### src/hdl/lesb_pkg.sv
package lesb_pkg;

    localparam int CHAR_W         = 8;
    localparam int CFG_W          = 6;
    localparam int LINE_DEPTH_DEF = 63;

    localparam logic [CFG_W-1:0] MAX_LEN_RESET = 6'd63;

    // Editing characters
    localparam logic [CHAR_W-1:0] CH_ERASE_CHAR = 8'h23;  // '#'
    localparam logic [CHAR_W-1:0] CH_KILL_LINE  = 8'h5C;  // '\'
    localparam logic [CHAR_W-1:0] CH_ERASE_WORD = 8'h24;  // '$'
    localparam logic [CHAR_W-1:0] CH_EMIT_LINE  = 8'h40;  // '@'
    localparam logic [CHAR_W-1:0] CH_END_MARK   = 8'h7E;  // '~'
    localparam logic [CHAR_W-1:0] CH_SPACE      = 8'h20;
    localparam logic [CHAR_W-1:0] CH_NEWLINE    = 8'h0A;

    typedef struct packed {
        logic [CHAR_W-1:0] out_char;
        logic              is_last;
        logic              end_of_text;
    } out_item_t;

endpackage

### src/hdl/lesb_ram.sv
module lesb_ram #(
    parameter int WIDTH = 8,
    parameter int DEPTH = 63,
    localparam int AW = (DEPTH > 1) ? $clog2(DEPTH) : 1
) (
    input  logic             clk,
    input  logic             wr_en,
    input  logic [AW-1:0]    wr_addr,
    input  logic [WIDTH-1:0] wr_data,
    input  logic             rd_en,
    input  logic [AW-1:0]    rd_addr,
    output logic [WIDTH-1:0] rd_data
);

    logic [WIDTH-1:0] mem [DEPTH];

    always_ff @(posedge clk)
    begin
        if (wr_en)
        begin
            mem[wr_addr] <= wr_data;
        end
        if (rd_en)
        begin
            rd_data <= mem[rd_addr];
        end
    end

endmodule

### src/hdl/lesb_out_stage.sv
module lesb_out_stage
    import lesb_pkg::*;
(
    input  logic              clk,
    input  logic              rst_n,
    input  logic              load,
    input  out_item_t         item,
    output logic              free,
    output logic              m_tvalid,
    input  logic              m_tready,
    output logic [CHAR_W-1:0] m_tdata,
    output logic              m_tlast,
    output logic              m_tuser
);

    logic      valid_reg;
    logic      valid_next;
    out_item_t item_reg;

    // The slot can take a new item when empty or when the current one leaves.
    assign free = !valid_reg || m_tready;

    always_comb
    begin
        valid_next = valid_reg;
        if (load)
        begin
            valid_next = 1'b1;
        end
        else if (m_tready)
        begin
            valid_next = 1'b0;
        end
    end

    always_ff @(posedge clk or negedge rst_n)
    begin
        if (!rst_n)
        begin
            valid_reg <= 1'b0;
        end
        else
        begin
            valid_reg <= valid_next;
        end
    end

    always_ff @(posedge clk)
    begin
        if (load)
        begin
            item_reg <= item;
        end
    end

    assign m_tvalid = valid_reg;
    assign m_tdata  = item_reg.out_char;
    assign m_tlast  = item_reg.is_last;
    assign m_tuser  = item_reg.end_of_text;

endmodule

### src/hdl/line_editor_stack_buffer.sv
// Line editor with a stack-style line buffer.
// Input stream (s_t*): one character byte per transfer. Output stream (m_t*):
// emitted line characters oldest-first, then a newline with m_tlast set;
// m_tuser marks the newline that closes the text after '~'.
// cfg_we/cfg_wdata write max_line_length (reset 63, capped at LINE_DEPTH).
// Characters live in one single-port-read RAM of LINE_DEPTH bytes with a
// registered read; the sequencer reads, compares and streams entries from it.
// Handling per accepted item:
//   plain character, '#', '\', linefeed: done in idle, s_tready stays high.
//   '$': pops characters back to and including the nearest space, or until empty.
//   '@', '~', or a character that forces the line out: the stored characters
//   are read from the RAM into the output register, one character per cycle
//   while the receiver takes them, the newline last.
// A stalled receiver holds the output register and freezes the walk through
// the RAM; s_tready stays low until the sequencer is back in idle.
// Reset clears the fill count, the end-of-text flag and the output valid flag;
// the RAM is not cleared since only entries below the fill count are read.
// After '~' every input is taken and dropped until reset.
module line_editor_stack_buffer
    import lesb_pkg::*;
#(
    parameter int LINE_DEPTH = LINE_DEPTH_DEF
) (
    input  logic              clk,
    input  logic              rst_n,
    // Input stream
    input  logic              s_tvalid,
    output logic              s_tready,
    input  logic [CHAR_W-1:0] s_tdata,   // [7:0] in_char
    // Output stream
    output logic              m_tvalid,
    input  logic              m_tready,
    output logic [CHAR_W-1:0] m_tdata,   // [7:0] out_char
    output logic              m_tlast,   // is_last
    output logic              m_tuser,   // [0] end_of_text
    // Configuration
    input  logic              cfg_we,
    input  logic [CFG_W-1:0]  cfg_wdata  // max_line_length
);

    localparam int AW    = (LINE_DEPTH > 1) ? $clog2(LINE_DEPTH) : 1;
    localparam int CNT_W = $clog2(LINE_DEPTH + 1);
    localparam int CMP_W = (CNT_W > CFG_W) ? CNT_W : CFG_W;
    localparam logic [CNT_W-1:0] DEPTH_CNT = CNT_W'(LINE_DEPTH);

    localparam logic [1:0] ST_IDLE = 2'd0;
    localparam logic [1:0] ST_EMIT = 2'd1;  // stream stored characters
    localparam logic [1:0] ST_NL   = 2'd2;  // closing newline
    localparam logic [1:0] ST_WORD = 2'd3;  // pop back to a space

    logic [1:0]        state_reg, state_next;
    logic [CNT_W-1:0]  fill_reg, fill_next;
    logic [CNT_W-1:0]  k_reg, k_next;
    logic              finished_reg, finished_next;
    logic              eot_reg, eot_next;
    logic              push_pend_reg, push_pend_next;
    logic [CHAR_W-1:0] push_char_reg, push_char_next;
    logic [CFG_W-1:0]  max_len_reg;

    logic              accept;
    logic              line_full;
    logic [CNT_W-1:0]  fill_dec;
    logic [CNT_W-1:0]  k_inc;

    logic              wr_en;
    logic [AW-1:0]     wr_addr;
    logic [CHAR_W-1:0] wr_data;
    logic              rd_en;
    logic [AW-1:0]     rd_addr;
    logic [CHAR_W-1:0] rd_data;

    logic              out_load;
    logic              out_free;
    out_item_t         out_item;

    assign s_tready = (state_reg == ST_IDLE);
    assign accept   = s_tvalid && s_tready;
    assign fill_dec = fill_reg - 1'b1;
    assign k_inc    = k_reg + 1'b1;

    // The effective limit is min(max_line_length, LINE_DEPTH); since the fill
    // never exceeds the depth, compare against each bound separately.
    assign line_full = (CMP_W'(fill_reg) >= CMP_W'(max_len_reg)) ||
                       (fill_reg == DEPTH_CNT);

    always_comb
    begin
        state_next     = state_reg;
        fill_next      = fill_reg;
        k_next         = k_reg;
        finished_next  = finished_reg;
        eot_next       = eot_reg;
        push_pend_next = push_pend_reg;
        push_char_next = push_char_reg;
        wr_en          = 1'b0;
        wr_addr        = fill_reg[AW-1:0];
        wr_data        = s_tdata;
        rd_en          = 1'b0;
        rd_addr        = fill_dec[AW-1:0];
        out_load       = 1'b0;
        out_item       = '{out_char: rd_data, is_last: 1'b0, end_of_text: 1'b0};

        case (state_reg)
            ST_IDLE:
            begin
                if (accept && !finished_reg)
                begin
                    case (s_tdata)
                        CH_END_MARK:
                        begin
                            finished_next  = 1'b1;
                            eot_next       = 1'b1;
                            push_pend_next = 1'b0;
                            k_next         = '0;
                            rd_addr        = '0;
                            rd_en          = (fill_reg != '0);
                            state_next     = (fill_reg != '0) ? ST_EMIT : ST_NL;
                        end
                        CH_NEWLINE:
                        begin
                            // drop
                        end
                        CH_KILL_LINE:
                        begin
                            fill_next = '0;
                        end
                        CH_ERASE_CHAR:
                        begin
                            if (fill_reg != '0)
                            begin
                                fill_next = fill_dec;
                            end
                        end
                        CH_EMIT_LINE:
                        begin
                            eot_next       = 1'b0;
                            push_pend_next = 1'b0;
                            k_next         = '0;
                            rd_addr        = '0;
                            rd_en          = (fill_reg != '0);
                            state_next     = (fill_reg != '0) ? ST_EMIT : ST_NL;
                        end
                        CH_ERASE_WORD:
                        begin
                            if (fill_reg != '0)
                            begin
                                rd_en      = 1'b1;
                                fill_next  = fill_dec;
                                state_next = ST_WORD;
                            end
                        end
                        default:
                        begin
                            if (line_full)
                            begin
                                // force the line out, push the character after it
                                eot_next       = 1'b0;
                                push_pend_next = 1'b1;
                                push_char_next = s_tdata;
                                k_next         = '0;
                                rd_addr        = '0;
                                rd_en          = (fill_reg != '0);
                                state_next     = (fill_reg != '0) ? ST_EMIT : ST_NL;
                            end
                            else
                            begin
                                wr_en     = 1'b1;
                                fill_next = fill_reg + 1'b1;
                            end
                        end
                    endcase
                end
            end
            ST_EMIT:
            begin
                // rd_data holds entry k; advance only when the output slot frees
                if (out_free)
                begin
                    out_load = 1'b1;
                    if (k_inc == fill_reg)
                    begin
                        state_next = ST_NL;
                    end
                    else
                    begin
                        rd_en   = 1'b1;
                        rd_addr = k_inc[AW-1:0];
                        k_next  = k_inc;
                    end
                end
            end
            ST_NL:
            begin
                out_item = '{out_char: CH_NEWLINE, is_last: 1'b1, end_of_text: eot_reg};
                if (out_free)
                begin
                    out_load   = 1'b1;
                    fill_next  = '0;
                    state_next = ST_IDLE;
                    if (push_pend_reg)
                    begin
                        wr_en     = 1'b1;
                        wr_addr   = '0;
                        wr_data   = push_char_reg;
                        fill_next = CNT_W'(1);
                    end
                end
            end
            ST_WORD:
            begin
                // rd_data holds the entry just popped
                if ((rd_data == CH_SPACE) || (fill_reg == '0))
                begin
                    state_next = ST_IDLE;
                end
                else
                begin
                    rd_en     = 1'b1;
                    fill_next = fill_dec;
                end
            end
            default:
            begin
                state_next = ST_IDLE;
            end
        endcase
    end

    always_ff @(posedge clk or negedge rst_n)
    begin
        if (!rst_n)
        begin
            state_reg     <= ST_IDLE;
            fill_reg      <= '0;
            k_reg         <= '0;
            finished_reg  <= 1'b0;
            eot_reg       <= 1'b0;
            push_pend_reg <= 1'b0;
            max_len_reg   <= MAX_LEN_RESET;
        end
        else
        begin
            state_reg     <= state_next;
            fill_reg      <= fill_next;
            k_reg         <= k_next;
            finished_reg  <= finished_next;
            eot_reg       <= eot_next;
            push_pend_reg <= push_pend_next;
            if (cfg_we)
            begin
                max_len_reg <= cfg_wdata;
            end
        end
    end

    always_ff @(posedge clk)
    begin
        push_char_reg <= push_char_next;
    end

    lesb_ram #(
        .WIDTH (CHAR_W),
        .DEPTH (LINE_DEPTH)
    ) u_line_ram (
        .clk     (clk),
        .wr_en   (wr_en),
        .wr_addr (wr_addr),
        .wr_data (wr_data),
        .rd_en   (rd_en),
        .rd_addr (rd_addr),
        .rd_data (rd_data)
    );

    lesb_out_stage u_out_stage (
        .clk      (clk),
        .rst_n    (rst_n),
        .load     (out_load),
        .item     (out_item),
        .free     (out_free),
        .m_tvalid (m_tvalid),
        .m_tready (m_tready),
        .m_tdata  (m_tdata),
        .m_tlast  (m_tlast),
        .m_tuser  (m_tuser)
    );

endmodule

### config.mk
export PLATFORM = sky130hd
export DESIGN_NAME = line_editor_stack_buffer
export DESIGN_NICKNAME = d
export VERILOG_FILES = /design/src/hdl/lesb_pkg.sv /design/src/hdl/lesb_ram.sv /design/src/hdl/lesb_out_stage.sv /design/src/hdl/line_editor_stack_buffer.sv
export SDC_FILE = /design/constraint.sdc
export NUM_CORES = 1
export LEC_CHECK = 0
export ABC_AREA = 1
export BUFFER_PORTS_ARGS = -buffer_cell sky130_fd_sc_hd__buf_2
export CORE_UTILIZATION = 45
export CTS_CLUSTER_SIZE = 14
export DETAILED_ROUTE_END_ITERATION = 8
export PLACE_DENSITY_LB_ADDON = 0.08
export SETUP_SLACK_MARGIN = 0.02
export SLEW_MARGIN = 10
export SYNTH_ARGS = -nofsm -noshare
export SYNTH_HDL_FRONTEND = slang
export SYNTH_SLANG_ARGS = --single-unit
### constraint.sdc
create_clock -name clk -period 4.5 [get_ports clk]
set_input_delay 0.45 -clock clk [delete_from_list [all_inputs] [get_ports clk]]
set_output_delay 0.45 -clock clk [all_outputs]
set_load 0.03 [all_outputs]
==> key figures <==
Run status
  – Status: finished clean

STA
  – Fmax achieved: 248 MHz
  – RSZ-0062 raised after global routing: false
  – Hold violation count in the final report: 0
  – Period Utilization, post-route: 0.895
  – Worst rel slew slack: 0.207
  – Hold_ws: between 30 and 40 ps
  – TNS Setup: 0 ps
  – Clock skew: 23.9 ps
  – Minimum clock period: roughly 4000 ps
  – Worst-Margin Slew: ~1200 ps
  – Final slew viol count: 0
  – Setup violations, final: 0

Clocking
  – CTS sink cnt: 554
  – CTS Buf Count: 59
  – Clk slew on worst S/H paths: 60 ps
  – Clock latency on the worst-skew pair: 640 ps
  – Deepest clock path buffer count: 3
  – Clock Tree Root: clkbuf_16
  – Hold buffers post-CTS: 2
  – H-tree lvl count: 2
  – # Post-CTS Setup Buffers: 0
  – CTS resizes: 0
  – TritonCTS clock tree: done

Logic synthesis
  – Largest family of logic cells by synthesized area: simple AND/OR/NAND/NOR gates
  – Most frequent cells after synthesis: 536 x nand3_1, 530 x edfxtp_1, 422 x nand2_1
  – Post-synth EDFFs: between 500 and 600
  – Synth async-reset ratio: 0.0433
  – Syn Std Cell Area: 0.0256 sq mm
  – Ranking of synthesized cells by area: edfxtp_1 62%, nand3_1 10%, nand2_1 6.2%
  – Primary FF master, synth: edfxtp_1
  – Synth Area in Simple Gates: 0.254
  – Gate count after technology mapping: roughly 2400
  – Post-synthesis mux area share: 0.000439
  – Post-Synth XOR/XNOR Area: 0.00239
  – Syn Nets: 2461
  – #FFs+latches synth: 554
  – Top-area cell type share of the netlist area: 0.621
  – Compound-Gate Fraction of Synth Area: 0.0143
  – Register area share after synthesis: 0.645
  – Syn avg cell area: 10.6 sq um
  – Yosys synthesis warning count: 0
  – Most frequent cell after synthesis: nand3_1
  – Cell type with the largest total area after synthesis: edfxtp_1
  – Post-synthesis cell type count: 46
  – Adder-cell area share of the yosys netlist: 0.00732

Drt
  – DRT iter0 DRCs: 1811
  – Drt wl/cell: 22.4 um
  – Final ANT Viol Nets: 0
  – Drt pass-1 iters: 6
  – Routed WL: 73200 um
  – Vias per cell: 5.47
  – Via count: 17880
  – DRC errors left: 0

Cells and area
  – Max FFs per register: 504
  – Layout cell share with drive strength beyond 1: 0.0974
  – Synth-to-layout area growth: 12.4%
  – Ant. Diodes: 0
  – Fin nets: 2501
  – Most flop-heavy register: u_line_ram.mem

Die
  – Boundary pin count: 31
  – Chip width: 241 um
  – Die Area: around 0.058 sq mm
  – Row count: between 80 and 90
  – Die height: 241 um
  – Starting Density: 0.455
  – Core footprint: 0.0564 sq mm

Critical path
  – CP max FO: 55
  – CP Data Arrival Time: around 4500 ps
  – Worst EP required: approximately 5000 ps
  – Crit Path Category: reg2reg
  – Critical path startpoint category: register
  – Critical Path End Type: register

Flow run
  – Max-cap viol count: 0

Power and ir drop
  – Seq pwr share: 0.532
  – Clock share of power: 0.451
  – Pleak: ~11 nW
  – Maximum vdd ir drop: 325 uV
  – Pwr Density: around 370 mW/mm^2
  – NetSw: roughly 2.2 mW
  – Sw Ratio: 0.206
  – Combinational share of power: 0.017
  – Internal power: 8.43 mW

Min path
  – Type of the tightest min-delay check: in2reg

Global route
  – Number of global-route vias before repair: about 17000
  – Largest net degree at the start of global routing: between 100 and 150
  – Global-route usage over all layers: 0.258
  – Initial antenna violation count: 1
  – Total gr overflow: 0
  – First-pass GRT wire length: around 110000 um

Placed design
  – Port Buffer Count: 30
  – HPWL after DPL: roughly 45000 um
  – Routability cong.: ~0.9
==> stage by stage <==
stage,power (mW),area (sq um),std cells,setup slack [ps],utilization
detailed placement,5.94,26900,3160,540,0.477
CTS,10.7,28800,3271,500,0.511
finish,10.6,28800,3271,471,0.511
floorplan,5.84,25600,2427,223,-
global route,10.9,28800,3271,202,0.511
global placement,5.94,26900,3160,515,0.477
==> layout make-up <==
type / count / area, sq um
fillers: 5131 / 27600
flip-flops and latches: 554 / 16500
multi-input cells: 1409 / 7260
clock buffers: 65 / 1500
inverters: 328 / 1230
repair buffers: 115 / 981
well taps: 756 / 946
clock inverters: 44 / 388
==> cell families after synthesis <==
family | count (synthesis)
buffers and inverters | 464
XOR/XNOR | 7
multiplexers | 1
AND/OR/NAND/NOR | 1324
flip-flops | 554
adder cells (fa/ha/maj) | 15
AO/OA/AOI/OAI | 62
==> worst max-delay path, cell delays in order, from the launching register on <==
cell and delay [ps]:
dfrtp_1 540, inv_2 190, ha_1 340, inv_1 60, nand2_1 40, nand2_1 50
nand2_1 40, nand2_1 50, nand2_1 40, nand2_1 60, nand3_1 100, nand2_1 170
nand2_1 90, nand2_1 180, nand2_8 180, nand2_8 290, buf_12 310, nand2_1 90
nand3_1 90, nand3_1 130, nand2_1 190, nand2_1 100, nand3_1 90, nand3_1 260
nand2_1 160
==> worst paths after layout <==
kind / start / to / slack [ps] / depth (start not counted)
min: s_tdata[6] / push_char_reg[6]$_DFFE_PP_ / 30 / 1
max in group asynchronous: rst_n / eot_reg$_DFFE_PN0P_ / 3790 / 2
min reg2reg: finished_reg$_DFFE_PN0P_ / finished_reg$_DFFE_PN0P_ / 460 / 2
min in group asynchronous: rst_n / k_reg[0]$_DFFE_PN0P_ / 330 / 2
max reg2reg: fill_reg[0]$_DFFE_PN0P_ / u_line_ram.rd_data[4]$_DFFE_PP_ / 470 / 24
max: fill_reg[0]$_DFFE_PN0P_ / u_line_ram.rd_data[4]$_DFFE_PP_ / 470 / 24
==> cell usage in the layout (no fill, tap or decap), types with 7 or more instances in the layout <==
cell type and count:
buf_12 15, inv_2 14, clkbuf_16 59, edfxtp_1 530, nand3_1 536, dfrtp_1 18
nor2_1 129, ha_1 15, o21ai_0 26, nor3_1 10, nand3b_1 200, buf_4 68
clkinv_1 20, clkinv_2 15, a21oi_1 7, o21ai_4 8, inv_1 312, buf_2 30
nand2_1 421, nand4_1 10
==> layer usage <==
layer,track usage,vias to the layer above,share of wire
met4,0.0768,0,0.025
met3,0.0294,99,0.053
met5,0,-,0
met2,0.418,562,0.47
met1,0.367,8838,0.45
li1,-,8381,-
==> power by group through the flow <==
stage	sequential [mW]	clock, mW	combinational, mW
6_report	5.65	4.79	0.178
3_5_place_dp	5.76	0	0.178
4_1_cts	5.65	4.87	0.181
5_1_grt	5.65	5.06	0.195
3_3_place_gp	5.76	0	0.177
2_1_floorplan	5.77	0	0.0725
Note: power is estimated with default switching activity, not from simulation.
